`src/rtl/uhvsr_pkg.sv`:
```
// ----------------------------------------------------------------------------
// uhvsr_pkg
// Types and constants of the vendor status register block.
// ----------------------------------------------------------------------------
package uhvsr_pkg;

  // Request kinds.
  localparam logic [1:0] OP_READ       = 2'd0;
  localparam logic [1:0] OP_WRITE      = 2'd1;
  localparam logic [1:0] OP_MEDIA_ERR  = 2'd2;
  localparam logic [1:0] OP_DESC_ERR   = 2'd3;

  // Register word indexes (byte address bits 11:2).
  localparam logic [9:0] WORD_CTL    = 10'h000;
  localparam logic [9:0] WORD_STATUS = 10'h001;
  localparam logic [9:0] WORD_HUB    = 10'h00d;

  localparam logic [31:0] CTL_RESET  = 32'h9000_0014;
  localparam logic [31:0] CTL_WRMASK = 32'hff01_03ff;
  localparam logic [11:0] CNT_MAX    = 12'hfff;

  // Status word bit positions.
  localparam int STAT_OVFL_BIT  = 16;
  localparam int STAT_DESC_BIT  = 18;
  localparam int STAT_SCHED_BIT = 20;

  // Root hub port state codes.
  localparam logic [3:0] PORT_UNPOWERED    = 4'h8;
  localparam logic [3:0] PORT_DISCONNECTED = 4'ha;
  localparam logic [3:0] PORT_RESETTING    = 4'h2;
  localparam logic [3:0] PORT_SUSPENDED    = 4'hc;
  localparam logic [3:0] PORT_ENABLED      = 4'he;
  localparam logic [3:0] PORT_DISABLED     = 4'hb;

  typedef struct packed {
    logic [1:0]  operation;
    logic [11:0] address;
    logic [2:0]  access_size;
    logic [31:0] write_data;
    logic [8:0]  port_one_control;
    logic [8:0]  port_two_control;
    logic        schedule_overrun;
  } in_item_t;

  typedef struct packed {
    logic [31:0] read_data;
    logic        big_endian_mode;
    logic        consistency_check_mode;
    logic        clear_overrun;
  } out_item_t;

  // Architectural state. Only the counter, overflow and descriptor flags of
  // the status word can ever be set, so only those are kept.
  typedef struct packed {
    logic [31:0] control_word;
    logic [11:0] media_count;
    logic        overflow_flag;
    logic        descriptor_flag;
  } regs_t;

  function automatic logic [31:0] size_mask(input logic [2:0] size);
    logic [31:0] m;
    unique case (size)
      3'd0:    m = 32'h0000_0000;
      3'd1:    m = 32'h0000_00ff;
      3'd2:    m = 32'h0000_ffff;
      3'd3:    m = 32'h00ff_ffff;
      default: m = 32'hffff_ffff;
    endcase
    return m;
  endfunction

  function automatic logic [3:0] port_code(input logic [8:0] ctl);
    logic [3:0] c;
    priority if (!ctl[8]) c = PORT_UNPOWERED;
    else if (!ctl[0])     c = PORT_DISCONNECTED;
    else if (ctl[4])      c = PORT_RESETTING;
    else if (ctl[2])      c = PORT_SUSPENDED;
    else if (ctl[1])      c = PORT_ENABLED;
    else                  c = PORT_DISABLED;
    return c;
  endfunction

endpackage

```
`src/rtl/uhvsr_exec.sv`:
```
// ----------------------------------------------------------------------------
// uhvsr_exec
// Decodes one request against the current registers and forms the next
// register values and the result.
// ----------------------------------------------------------------------------
module uhvsr_exec (
  input  uhvsr_pkg::in_item_t  item,
  input  uhvsr_pkg::regs_t     regs,
  input  logic [3:0]           port_count,
  output uhvsr_pkg::regs_t     regs_nxt,
  output uhvsr_pkg::out_item_t result
);

  logic [9:0]  word_idx;
  logic [4:0]  shamt;
  logic [31:0] smask;
  logic [31:0] lane;
  logic [31:0] wdata;
  logic [31:0] rword;
  logic        clr;

  assign word_idx = item.address[11:2];
  assign shamt    = {item.address[1:0], 3'b000};
  assign smask    = uhvsr_pkg::size_mask(item.access_size);
  // A full-word access writes every lane no matter the byte offset.
  assign lane     = (item.access_size >= 3'd4) ? 32'hffff_ffff : (smask << shamt);
  assign wdata    = (item.write_data << shamt) & lane;

  always_comb begin
    rword = 32'h0;
    priority if (word_idx == uhvsr_pkg::WORD_CTL) begin
      rword = regs.control_word;
    end else if (word_idx == uhvsr_pkg::WORD_STATUS) begin
      rword[11:0]                      = regs.media_count;
      rword[uhvsr_pkg::STAT_OVFL_BIT]  = regs.overflow_flag;
      rword[uhvsr_pkg::STAT_DESC_BIT]  = regs.descriptor_flag;
      rword[uhvsr_pkg::STAT_SCHED_BIT] = item.schedule_overrun;
    end else if (word_idx == uhvsr_pkg::WORD_HUB) begin
      if (port_count >= 4'd1) rword[3:0]  = uhvsr_pkg::port_code(item.port_one_control);
      if (port_count >= 4'd2) rword[11:8] = uhvsr_pkg::port_code(item.port_two_control);
    end else begin
      rword = 32'h0;
    end
  end

  always_comb begin
    regs_nxt = regs;
    clr      = 1'b0;
    unique case (item.operation)
      uhvsr_pkg::OP_READ: begin
        regs_nxt = regs;
      end
      uhvsr_pkg::OP_WRITE: begin
        if (word_idx == uhvsr_pkg::WORD_CTL) begin
          regs_nxt.control_word = (regs.control_word & ~lane) |
                                  (wdata & uhvsr_pkg::CTL_WRMASK);
        end else if (word_idx == uhvsr_pkg::WORD_STATUS) begin
          if (|wdata[11:0]) regs_nxt.media_count = 12'h000;
          if (wdata[uhvsr_pkg::STAT_OVFL_BIT]) regs_nxt.overflow_flag = 1'b0;
          if (wdata[uhvsr_pkg::STAT_DESC_BIT]) regs_nxt.descriptor_flag = 1'b0;
          clr = wdata[uhvsr_pkg::STAT_SCHED_BIT];
        end
      end
      uhvsr_pkg::OP_MEDIA_ERR: begin
        if (regs.media_count == uhvsr_pkg::CNT_MAX) regs_nxt.overflow_flag = 1'b1;
        else regs_nxt.media_count = regs.media_count + 12'd1;
      end
      uhvsr_pkg::OP_DESC_ERR: begin
        regs_nxt.descriptor_flag = 1'b1;
      end
      default: begin
        regs_nxt = regs;
      end
    endcase
  end

  assign result.read_data = (item.operation == uhvsr_pkg::OP_READ) ?
                            ((rword >> shamt) & smask) : 32'h0;
  assign result.big_endian_mode        = regs_nxt.control_word[0];
  assign result.consistency_check_mode = regs_nxt.control_word[1];
  assign result.clear_overrun          = clr;

endmodule

```
`src/rtl/usb_host_vendor_status_registers.sv`:
```
// ----------------------------------------------------------------------------
// usb_host_vendor_status_registers
// Vendor control and status registers beside a USB host controller.
// ----------------------------------------------------------------------------
//
// Channel | Direction | Handshake               | Payload
// --------+-----------+-------------------------+---------------------------
// in_     | input     | in_valid / in_ready     | in_data  (uhvsr_pkg::in_item_t)
// out_    | output    | out_valid / out_ready   | out_data (uhvsr_pkg::out_item_t)
// cfg_    | input     | cfg_valid / cfg_ready   | cfg_data (port count, 4 bits)
//
// A request is held in the input register and then moves into the result
// register, and one request is taken per cycle while nothing stalls. The
// result register is the only place that can stall: when it holds an untaken
// result, the input register waits and in_ready falls. Reset (rst_n low,
// synchronous) empties both registers, loads the control word with its reset
// value, clears the status word, and sets the port count to three. The
// configuration port is always ready.
//
module usb_host_vendor_status_registers (
  input  logic                 clk,
  input  logic                 rst_n,
  input  logic                 in_valid,
  output logic                 in_ready,
  input  uhvsr_pkg::in_item_t  in_data,
  output logic                 out_valid,
  input  logic                 out_ready,
  output uhvsr_pkg::out_item_t out_data,
  input  logic                 cfg_valid,
  output logic                 cfg_ready,
  input  logic [3:0]           cfg_data
);

  // Input register stage.
  logic                 in_valid_r;
  uhvsr_pkg::in_item_t  in_item_r;

  // Result register stage.
  logic                 out_valid_r;
  uhvsr_pkg::out_item_t out_item_r;

  // Architectural registers.
  uhvsr_pkg::regs_t     regs_r;
  uhvsr_pkg::regs_t     regs_nxt;
  logic [3:0]           port_count_r;

  uhvsr_pkg::out_item_t result;
  logic                 advance;

  // The request in the input register moves on whenever the result register
  // is empty or is being emptied in this cycle. Register updates happen at
  // the same edge, so each request sees the effects of all earlier ones.
  assign advance   = in_valid_r && (!out_valid_r || out_ready);
  assign in_ready  = !in_valid_r || advance;
  assign cfg_ready = 1'b1;

  assign out_valid = out_valid_r;
  assign out_data  = out_item_r;

  uhvsr_exec u_exec (
    .item       (in_item_r),
    .regs       (regs_r),
    .port_count (port_count_r),
    .regs_nxt   (regs_nxt),
    .result     (result)
  );

  always_ff @(posedge clk) begin
    if (!rst_n) begin
      in_valid_r   <= 1'b0;
      out_valid_r  <= 1'b0;
      port_count_r <= 4'd3;
      regs_r       <= '{control_word:    uhvsr_pkg::CTL_RESET,
                        media_count:     12'h000,
                        overflow_flag:   1'b0,
                        descriptor_flag: 1'b0};
    end else begin
      if (in_ready) begin
        in_valid_r <= in_valid;
      end
      if (advance) begin
        out_valid_r <= 1'b1;
        regs_r      <= regs_nxt;
      end else if (out_ready) begin
        out_valid_r <= 1'b0;
      end
      if (cfg_valid && cfg_ready) begin
        port_count_r <= cfg_data;
      end
    end
  end

  // Payload registers carry no reset.
  always_ff @(posedge clk) begin
    if (in_ready && in_valid) begin
      in_item_r <= in_data;
    end
    if (advance) begin
      out_item_r <= result;
    end
  end

endmodule

```
`config.mk`:
```
export PLATFORM = sky130hd
export DESIGN_NAME = usb_host_vendor_status_registers
export DESIGN_NICKNAME = d
export VERILOG_FILES = /design/src/rtl/uhvsr_pkg.sv /design/src/rtl/uhvsr_exec.sv /design/src/rtl/usb_host_vendor_status_registers.sv
export SDC_FILE = /design/constraint.sdc
export NUM_CORES = 1
export LEC_CHECK = 0
export ABC_AREA = 1
export BUFFER_PORTS_ARGS = -buffer_cell sky130_fd_sc_hd__buf_4
export CAP_MARGIN = 20
export CORE_MARGIN = 10
export CORE_UTILIZATION = 56
export DETAILED_ROUTE_END_ITERATION = 10
export GPL_TIMING_DRIVEN = 0
export PLACE_DENSITY_LB_ADDON = 0.08
export SYNTH_ARGS = -nofsm -noshare
export SYNTH_HDL_FRONTEND = slang
export SYNTH_SLANG_ARGS = --single-unit
```
`constraint.sdc`:
```
create_clock -name clk -period 2.7 [get_ports clk]
set_input_delay 0.405 -clock clk [delete_from_list [all_inputs] [get_ports clk]]
set_output_delay 0.405 -clock clk [all_outputs]
set_load 0.03 [all_outputs]
```
# After elaboration in Yosys (flattened, before gate mapping)
# Index checks and enable logic that the tools add are counted.
# word_totals
register_bits	155
output_inout_bits	38
word_cells	101
# classes
n_addsub	1
magnitude_cmp	3
eq_ne	16
shifts	3
mux	34
bitwise	7
reduce_logical	18
# op_table
cell	n
32-bit case mux with 4 select lines	1
32-bit AND	3
32-bit two-way mux	2
32-bit by 5-bit left shift with 32-bit output	2
4-bit two-way mux	12
12-bit two-way mux	3
32-bit NOT	1
32-bit OR	1
32-bit by 5-bit >> shifter with 32-bit output	1
14-bit two-way mux	2
13-bit case mux with 2 select lines	1
12-bit by 1-bit adder with 12-bit output (second input constant)	1
12-bit equality test (second input constant)	1
6-bit AND reduction	2
12-bit OR reduction	1
10-bit by 1-bit equality test with 1-bit output (second input constant)	1
10-bit by 4-bit equality test with 1-bit output (second input constant)	1
10-bit logical NOT	1
2-bit by 1-bit inequality test with 1-bit output (second input constant)	5
1-bit two-way mux	8
3-bit by 2-bit equality test with 1-bit output (second input constant)	2
3-bit two-way mux	2
2-bit nonzero test	3
5-bit AND reduction	1
other kinds (17)	24

# Longest topological paths before layout
# Gate-level depths: netlist of run 1.
# depth
ltp_word	11
ltp_mapped	12
depth_no_buf	11

# Modules after synthesis
# Synthesis of run 1 repeated with hierarchy kept, for this count alone.
# unflattened
hier_cells	970
area_unflattened_um2	7963.9
# modules_own_cells
mod	instances	cells_each	area_per_inst_um2
usb_host_vendor_status_registers	1	428	5330.1
uhvsr_exec	1	542	2633.8

# Least setup slack after synthesis of run 1
# No wires, ideal clock.
# synth_timing
kind	register -> register
startpoint	reg out_valid_r (netlist: out_valid)
endpoint	reg in_item_r[0] (netlist bit) (enable)
setup_ns	0.414
arrival_time_ns	2.070
required_time_ns	2.286
slack_ns	0.216
stages_incl_launch_ff	4
path_buffers	0
period_less_slack_ns	2.484
path_cell_list	dfxtp_1 > nand3_1 > nand2_1 > inv_1
# synth_via
elab_chain_cells	5
# synth_rtl
item	line_no	rtl
start, declared	usb_host_vendor_status_registers.sv:39	logic out_valid_r;
start signal, assigned	usb_host_vendor_status_registers.sv:71	out_valid_r <= 1'b0;
start signal, assigned	usb_host_vendor_status_registers.sv:82	out_valid_r <= 1'b1;
start signal, assigned	usb_host_vendor_status_registers.sv:85	out_valid_r <= 1'b0;
1-bit logical NOT	usb_host_vendor_status_registers.sv:53	assign advance = in_valid_r && (!out_valid_r || out_ready);
1-bit logical OR	usb_host_vendor_status_registers.sv:53	
1-bit logical AND	usb_host_vendor_status_registers.sv:53	
1-bit logical OR	usb_host_vendor_status_registers.sv:54	assign in_ready = !in_valid_r || advance;
via in_ready	usb_host_vendor_status_registers.sv:24	output logic in_ready,
1-bit logical AND	usb_host_vendor_status_registers.sv:95	if (in_ready && in_valid) begin
end signal, assigned	usb_host_vendor_status_registers.sv:96	in_item_r <= in_data;
end, declared	usb_host_vendor_status_registers.sv:36	uhvsr_pkg::in_item_t in_item_r;
# The timed path passes the listed nets, and every way through them passes these cells.
# A chain may end at the register's enable or synchronous reset.

# Worst setup path after layout of run 1
# layout_timing
startpoint	reg in_item_r[60] (netlist bit)
endpoint	reg out_item_r, in the netlist out_data[11] (data pin)
# layout_via
elab_chain_cells	6
word_cells_on_any_way	10
classes_between	eq/ne (2); shift (1); mux (5); bitwise (1); reduce/logical (1)
# layout_rtl
item	line_no	rtl
10-bit by 4-bit equality test with 1-bit output	uhvsr_exec.sv:38	end else if (word_idx == uhvsr_pkg::WORD_HUB) begin
4-bit two-way mux	uhvsr_exec.sv:38	
12-bit two-way mux	uhvsr_exec.sv:33	end else if (word_idx == uhvsr_pkg::WORD_STATUS) begin
32-bit two-way mux (*)	uhvsr_exec.sv:31	priority if (word_idx == uhvsr_pkg::WORD_CTL) begin
32-bit by 5-bit >> shifter with 32-bit output (*)	uhvsr_exec.sv:78	((rword >> shamt) & smask) : 32'h0;
32-bit AND (*)	uhvsr_exec.sv:78	
end signal, assigned	usb_host_vendor_status_registers.sv:99	out_item_r <= result;
end, declared	usb_host_vendor_status_registers.sv:40	uhvsr_pkg::out_item_t out_item_r;
# Every way passes the cells marked *; elsewhere a longest branch is shown, timed or not.

==> impl_metrics.ini, run 1 <==
[sta]
max_freq_ghz = 0.425
setup_viol = 0
slew_violations = 0
period_share_pct = 87.0
fin_tns_setup_ns = 0
setup_slack_ns = 0.350
min_period_ns = 2.35
rsz0062_at_grt = no
finalClockSkew_ns = 0.00764
worst_pin_slew_ns = 1.00
hold_violations = 0
maxSlewHeadroom_pct = 32.5

[layout]
final_net_count = 968
diodes = 0
final_common_cell = nand2_1
drive_gt1_share_pct = 19.9
fillers = 926
final_core_util_pct = 70.2
area_delta_synth_final_pct = 23.1
layout_common_cells = nand2_1, buf_4, nor2_1

[die]
die_x_um = 130
ios = 115
fp-row-count = 40
start_util_pct = 57.0
die-area_mm2 = 0.0170
coreArea_mm2 = 0.0120
dieHeight_um = 130

[clock_tree]
ctsHoldBuffers = 0
insertion_delay_ns = 0.43
htreeDepth = 4
cts_made_buffers = 17
clk_path_buf_depth = 2
post-cts-setup-buffers = 0
ctsResizeCount = 0
clockRootBuffer = clkbuf_16
cts_sinks = 147
clk_pin_slew_ns = 0.06
cts_tree = built

[power]
power_density_mw_per_mm2 = 634
p_leak_nw = 3.31
ir_drop_mv = 0.380

[route]
drt-total-wl_um = 18300
firstDrtPassIters = 5
final_antenna_net_count = 0
vias_per_cell = 5.50
drtIter0Drc = 547
wire_per_inst_um = 17.5
drc = 0
vias = 5748

[worst_setup_path]
critPathLaunchType = flip-flop
slowest_stage = o21ai_0
crit_top_cell = nand2_1
worstPathCellList = nor2_1 -> nand2_1 -> nor2_1 -> nand2_1 -> o21ai_0 -> or2_2 -> nand2_1 -> a21oi_1
critPathBufInv = 0
crit_type = reg -> reg
critPathCaptureType = flip-flop
slowest_delay_ns = 0.56
arrival_ns = 2.61
crit_required_ns = 2.96
crit_family = simple AND/OR/NAND/NOR gates
cp_max_fo = 8

[synth]
yosysTopAreaCellShare_pct = 41.8
yosysSeqAreaShare_pct = 57.1
synth_edf_count = 95
post-synth-top-area-cell = edfxtp_1
synth.distinct_cells = 46
async_reset_ff_share_pct = 0
synth_cells = 761
syn_nets = 843
ys_ff_latch = 147
ys_top_cells_by_area = edfxtp_1, dfxtp_1, nand2_1, nor2_1, o21ai_0
synth_area_mm2 = 0.00682
synthFlopType = edfxtp_1
yosys_warnings = 0
avgSynthCellArea_um2 = 8.96

[job]
cap_viol_max_count = 0

[placement]
pre_cts_ws_ns = 0.281
gp_congestion = 0.947
dpl.hpwl_um = 14000
portBuffers = 105

[grt]
grt_start_max_net_pins = 40
grt_pass1_wl_um = 28900
antenna_found_initial = 0
grt_pass1_vias = 5676
grtUsageTotal_pct = 22.1
grt-ovfl-total = 0

[worst_hold_path]
hold_class = in -> reg

[run_status]
status = finished, final reports clean
metrics by stage:
step | total power [W] | instances | area [um2] | hold WS, ns
3_5_place_dp | 0.00305 | 1014 | 7810 | 0.424
6_report | 0.00533 | 1046 | 8400 | 0.148
2_1_floorplan | 0.00284 | 761 | 6820 | 0.415
5_1_grt | 0.00552 | 1046 | 8400 | 0.144
3_3_place_gp | 0.00303 | 1013 | 7790 | 0.424
4_1_cts | 0.00536 | 1046 | 8400 | 0.141
worst register-to-register path: cells and delay by family, from the launching register on:
family / cells / cell delay, ns
compound gates: 2 / 0.74
simple gates: 6 / 1.08
flops: 1 / 0.36
logic make-up (layout without fill, tap and decap cells):
group                    after synthesis  in the layout  share of synthesized area, %
AND/OR/NAND/NOR                      329            329                          21.2
adder cells (fa/ha/maj)                5              5                         0.917
flip-flops                           147            147                          57.1
buffers and inverters                116            254                          7.35
AO/OA/AOI/OAI                        157            157                          12.6
XOR/XNOR                               6              6                         0.770
other                                  1              1                        0.0550
worst paths after layout:
path	startpoint	endpoint	slack, ns	depth (start not counted)
max	in_item_r[60]	out_data[11]	0.35	8
min	in_data[25]	in_item_r[25]	0.15	1
max reg2reg	in_item_r[60]	out_data[11]	0.35	8
min reg2reg	regs_r[32]	regs_r[32]	0.43	2
metal layers:
layer  up-vias  part of all wire, %  track usage, %
li1       2816                    -               -
met1      2677                   42            27.2
met2       210                   48            37.1
met3        45                  6.7            4.88
met4         0                  2.6            8.63
met5         -                    0               0
Yosys cell counts, types with 4 or more instances:
library cell,number
a21oi_1,59
a22oi_1,4
buf_2,7
buf_4,7
buf_6,4
clkbuf_1,10
dfxtp_1,52
edfxtp_1,95
ha_1,5
inv_1,80
inv_2,5
nand2_1,134
nand3_1,53
nand4_1,8
nor2_1,98
nor2_2,7
nor3_1,13
o211ai_1,5
o21ai_0,64
o21ai_1,8
o22ai_1,7
xor2_1,5
power breakdown:
part | leakage [nW] | total (W) | switching, W | internal (W)
registers | 1.32 | 0.00253 | 0.0000418 | 0.00249
clock network | 0.278 | 0.00232 | 0.000857 | 0.00146
logic | 1.71 | 0.000473 | 0.000297 | 0.000176
total | 3.31 | 0.00533 | 0.00120 | 0.00413
layout make-up:
| cell class | count | area, um2 | share of cell area, % |
|---|---|---|---|
| Timing Repair Buffer | 106 | 808 | 9.62 |
| Inverter | 87 | 328 | 3.90 |
| Sequential cell | 147 | 3890 | 46.4 |
| Buffer | 29 | 174 | 2.07 |
| Multi-Input combinational cell | 498 | 2430 | 28.9 |
| Tap cell | 147 | 184 | 2.19 |
| Clock inverter | 11 | 134 | 1.59 |
| Clock buffer | 21 | 450 | 5.36 |
Note: power is estimated with default switching activity, not from simulation.
==> inputs of run 2 (changes only) <==
--- a/config.mk
+++ b/config.mk
@@ -8,7 +8,7 @@
 export ABC_AREA = 1
 export BUFFER_PORTS_ARGS = -buffer_cell sky130_fd_sc_hd__buf_4
 export CAP_MARGIN = 20
-export CORE_MARGIN = 10
+export CORE_MARGIN = 2
 export CORE_UTILIZATION = 56
 export DETAILED_ROUTE_END_ITERATION = 10
 export GPL_TIMING_DRIVEN = 0
==> impl_metrics.ini, run 2 (same netlist as run 1, synthesis figures left out) <==
[run_status]
status = finished, final reports clean

[route]
firstDrtPassIters = 5
final_antenna_net_count = 0
drtIter0Drc = 669
wire_per_inst_um = 17.0
drc = 0
drt-total-wl_um = 17800
vias_per_cell = 5.59
vias = 5845

[worst_setup_path]
critPathLaunchType = flip-flop
worstPathCellList = nor2_1 -> nand2_1 -> nor2_1 -> nand2_1 -> o21ai_0 -> nand2_1 -> nand3_1 -> nand3_1 -> nor2_1
slowest_stage = o21ai_0
cp_max_fo = 8
critPathCaptureType = flip-flop
crit_required_ns = 2.96
crit_type = reg -> reg
arrival_ns = 2.64
slowest_delay_ns = 0.55

[clock_tree]
htreeDepth = 4
cts_tree = built
clk_path_buf_depth = 2
insertion_delay_ns = 0.43
clockRootBuffer = clkbuf_16
ctsResizeCount = 0
clk_pin_slew_ns = 0.06
ctsHoldBuffers = 0
cts_sinks = 147
post-cts-setup-buffers = 0
cts_made_buffers = 17

[sta]
fin_tns_setup_ns = 0
slew_violations = 0
finalClockSkew_ns = 0.00889
period_share_pct = 88.1
rsz0062_at_grt = no
min_period_ns = 2.38
maxSlewHeadroom_pct = 32.7
setup_viol = 0
setup_slack_ns = 0.321
worst_pin_slew_ns = 0.999
max_freq_ghz = 0.420
hold_violations = 0

[grt]
antenna_found_initial = 0
grt_pass1_wl_um = 28000
grtUsageMet3_pct = 6.14
grt-ovfl-total = 0
grt_util_met1_pct = 37.5
gr-usage-met2_pct = 46.5
top_usage_layer = met2
grtUsageTotal_pct = 28.6
grt_start_max_net_pins = 40
grt_pass1_vias = 5560

[die]
start_util_pct = 57.0
coreArea_mm2 = 0.0120
ios = 115
fp-row-count = 40
die-area_mm2 = 0.0131
die_x_um = 114
dieHeight_um = 114

[placement]
pre_cts_ws_ns = 0.288
portBuffers = 105
dpl.hpwl_um = 13200
gp_congestion = 0.931

[worst_hold_path]
hold_class = in -> reg

[layout]
layout_common_cells = nand2_1, buf_4, nor2_1
final_common_cell = nand2_1
drive_gt1_share_pct = 20.5
area_delta_synth_final_pct = 23.4
diodes = 0
final_net_count = 968
fillers = 944

[power]
p_leak_nw = 3.33
ir_drop_mv = 0.519
power_density_mw_per_mm2 = 643

[job]
cap_viol_max_count = 0
-- run 2: changes by cell type in the layout (fill, tap and decap cells not counted), sizes merged --
cell and change:
inv +1, clkinvlp -1, clkinv +1, clkbuf -1
-- run 2: metal layers --
layer / share of wire [%] / vias up
met4: 2.8 / 0
met1: 41 / 2714
li1: - / 2814
met2: 48 / 279
met3: 7.3 / 38
met5: 0 / -
-- run 2: layout make-up --
type                            instances  area (um2)  share of cell area [%]
Buffer                                 29         174                    2.07
Tap cell                              147         184                    2.19
Clock inverter                         12         156                    1.86
Inverter                               87         328                    3.89
Multi-Input combinational cell        498        2430                    28.8
Sequential cell                       147        3890                    46.3
Clock buffer                           20         447                    5.31
Timing Repair Buffer                  106         808                    9.60
-- run 2: report_power, final --
part	leakage, nW	switching (W)	internal, W
clock	0.295	0.000923	0.00148
combinational	1.71	0.000298	0.000176
sequential	1.32	0.0000421	0.00249
-- run 2: worst max-delay path, delay by kind of cell (launching register included) --
family,cells,cell delay [ns]
flip-flops,1,0.36
AO/OA/AOI/OAI,1,0.55
AND/OR/NAND/NOR,8,1.30
-- run 2: stage by stage --
step | instance area [um2] | std cells | total power (W) | hold WS, ns | util [%]
final | 8420 | 1046 | 0.00541 | 0.151 | 70.4
after global routing | 8420 | 1046 | 0.00557 | 0.137 | 70.4
after CTS | 8420 | 1046 | 0.00542 | 0.138 | 70.4
after detailed placement | 7810 | 1014 | 0.00305 | 0.427 | 65.3
after global placement | 7790 | 1013 | 0.00303 | 0.423 | 65.2
after floorplan | 6820 | 761 | 0.00284 | 0.415 | -
-- run 2: final timing paths --
path            startpoint             to  slack [ns]  cells past startpoint
max          in_item_r[60]    out_data[3]        0.32                      9
min            in_data[54]  in_item_r[54]        0.15                      1
max reg2reg  in_item_r[60]    out_data[3]        0.32                      9
min reg2reg     regs_r[29]     regs_r[29]        0.44                      2
==> inputs of run 3 (changes only) <==
--- a/config.mk
+++ b/config.mk
@@ -13,6 +13,7 @@
 export DETAILED_ROUTE_END_ITERATION = 10
 export GPL_TIMING_DRIVEN = 0
 export PLACE_DENSITY_LB_ADDON = 0.08
+export RECOVER_POWER = 100
 export SYNTH_ARGS = -nofsm -noshare
 export SYNTH_HDL_FRONTEND = slang
 export SYNTH_SLANG_ARGS = --single-unit
==> impl_metrics.ini, run 3 (same netlist as run 1, synthesis figures left out) <==
[route]
met1_length_um = 7490
wire_per_inst_um = 17.0
drc = 0
vias_per_cell = 5.54
routed.top_layer = met4
route.met2.wl_um = 8510
final_antenna_net_count = 0
vias = 5795
drt-total-wl_um = 17800
met3_length_um = 1300
firstDrtPassIters = 5
drtIter0Drc = 585

[sta]
slew_violations = 0
min_period_ns = 2.50
max_freq_ghz = 0.400
setup_viol = 0
hold_violations = 0
fin_tns_setup_ns = 0
finalClockSkew_ns = 0.00867
maxSlewHeadroom_pct = 34.3
period_share_pct = 92.7
worst_pin_slew_ns = 0.975
rsz0062_at_grt = no

[worst_setup_path]
r2r_start = out_valid
crit_required_ns = 3.05
reg2reg_to = regs_r[6]
arrival_ns = 2.85
crit_top_cell = nand2_1
cp-startpoint = out_valid
cp_max_fo = 39
slowest_delay_ns = 0.55
rrSetupSlack_ns = 0.20
critPathCaptureType = flip-flop
crit_type = reg -> reg
critPathLaunchType = flip-flop
reg2reg_depth = 9
worstPathCellList = nand2_1 -> nand2_1 -> clkinv_2 -> nand2_1 -> o21bai_1 -> nor2_1 -> buf_4 -> nand3_1 -> a21oi_1
slowest_stage = clkinv_2
cp-endpoint = regs_r[6]

[power]
p_leak_nw = 3.15
power_density_mw_per_mm2 = 655
ir_drop_mv = 0.515

[die]
dieHeight_um = 114
die_x_um = 114
ios = 115
start_util_pct = 57.0
die-area_mm2 = 0.0131
fp-row-count = 40
coreArea_mm2 = 0.0120

[placement]
portBuffers = 105
gp_congestion = 0.931
dpl.hpwl_um = 13200

[clock_tree]
ctsHoldBuffers = 0
cts_tree = built
cts_sinks = 147
cts_made_buffers = 17
post-cts-setup-buffers = 0
ctsResizeCount = 0
clk_path_buf_depth = 2
clk_pin_slew_ns = 0.06
clockRootBuffer = clkbuf_16
htreeDepth = 4
insertion_delay_ns = 0.43

[layout]
final_common_cell = nand2_1
final_core_util_pct = 68.6
diodes = 0
final_net_count = 968
layout_common_cells = nand2_1, nor2_1, edfxtp_1
drive_gt1_share_pct = 14.8
fillers = 991
area_delta_synth_final_pct = 20.4

[job]
cap_viol_max_count = 0

[grt]
antenna_found_initial = 0
grt-ovfl-total = 0
grt_pass1_wl_um = 28000
grtUsageTotal_pct = 28.6
grt_start_max_net_pins = 40
grt_pass1_vias = 5560

[run_status]
status = finished, final reports clean

[worst_hold_path]
hold_class = in -> reg
-- run 3: worst min-delay path by stage --
| stage | slack [ns] | end | depth (start not counted) | startpoint |
|---|---|---|---|---|
| 6_report | 0.17 | in_item_r[54] | 1 | in_data[54] |
| 5_1_grt | 0.16 | in_item_r[32] | 1 | in_data[32] |
| 4_1_cts | 0.14 | in_item_r[54] | 1 | in_data[54] |
| 3_5_place_dp | 0.43 | regs_r[28] | 2 | regs_r[28] |
| 3_3_place_gp | 0.42 | regs_r[27] | 2 | regs_r[27] |
| 2_1_floorplan | 0.42 | regs_r[27] | 2 | regs_r[27] |
-- run 3: final cells by class --
| class | instances | area (um2) | area share [%] |
|---|---|---|---|
| Buffer | 29 | 154 | 1.87 |
| Clock buffer | 20 | 447 | 5.44 |
| Clock inverter | 12 | 156 | 1.90 |
| Inverter | 87 | 328 | 3.99 |
| Multi-Input combinational cell | 498 | 2400 | 29.2 |
| Sequential cell | 147 | 3890 | 47.4 |
| Tap cell | 147 | 184 | 2.24 |
| Timing Repair Buffer | 106 | 651 | 7.92 |
-- run 3: stage by stage --
step	area, um2	total power, W	std cells	setup slack (ns)	hold WS, ns
global placement	7790	0.00303	1013	0.126	0.423
floorplan	6820	0.00284	761	0.216	0.415
global route	8210	0.00554	1046	0.0714	0.160
CTS	8420	0.00542	1046	0.425	0.138
detailed placement	7810	0.00305	1014	0.288	0.427
finish	8210	0.00538	1046	0.198	0.169
-- run 3: routing by layer --
layer,vias up,track usage [%]
met5,-,0
met1,2700,37.5
met3,39,6.14
met4,0,11.7
met2,238,46.5
li1,2818,-
-- run 3: where the power goes --
group          switching, W  internal (W)  total [W]
Sequential        0.0000411       0.00249    0.00253
Combinational      0.000296      0.000142   0.000438
Clock              0.000929       0.00148    0.00241
-- run 3: critical path, delay by kind of cell (launching register included) --
kind	cells	cell delay [ns]
AND/OR/NAND/NOR	5	0.88
AO/OA/AOI/OAI	2	0.40
buffers and inverters	2	0.81
flip-flops	1	0.32
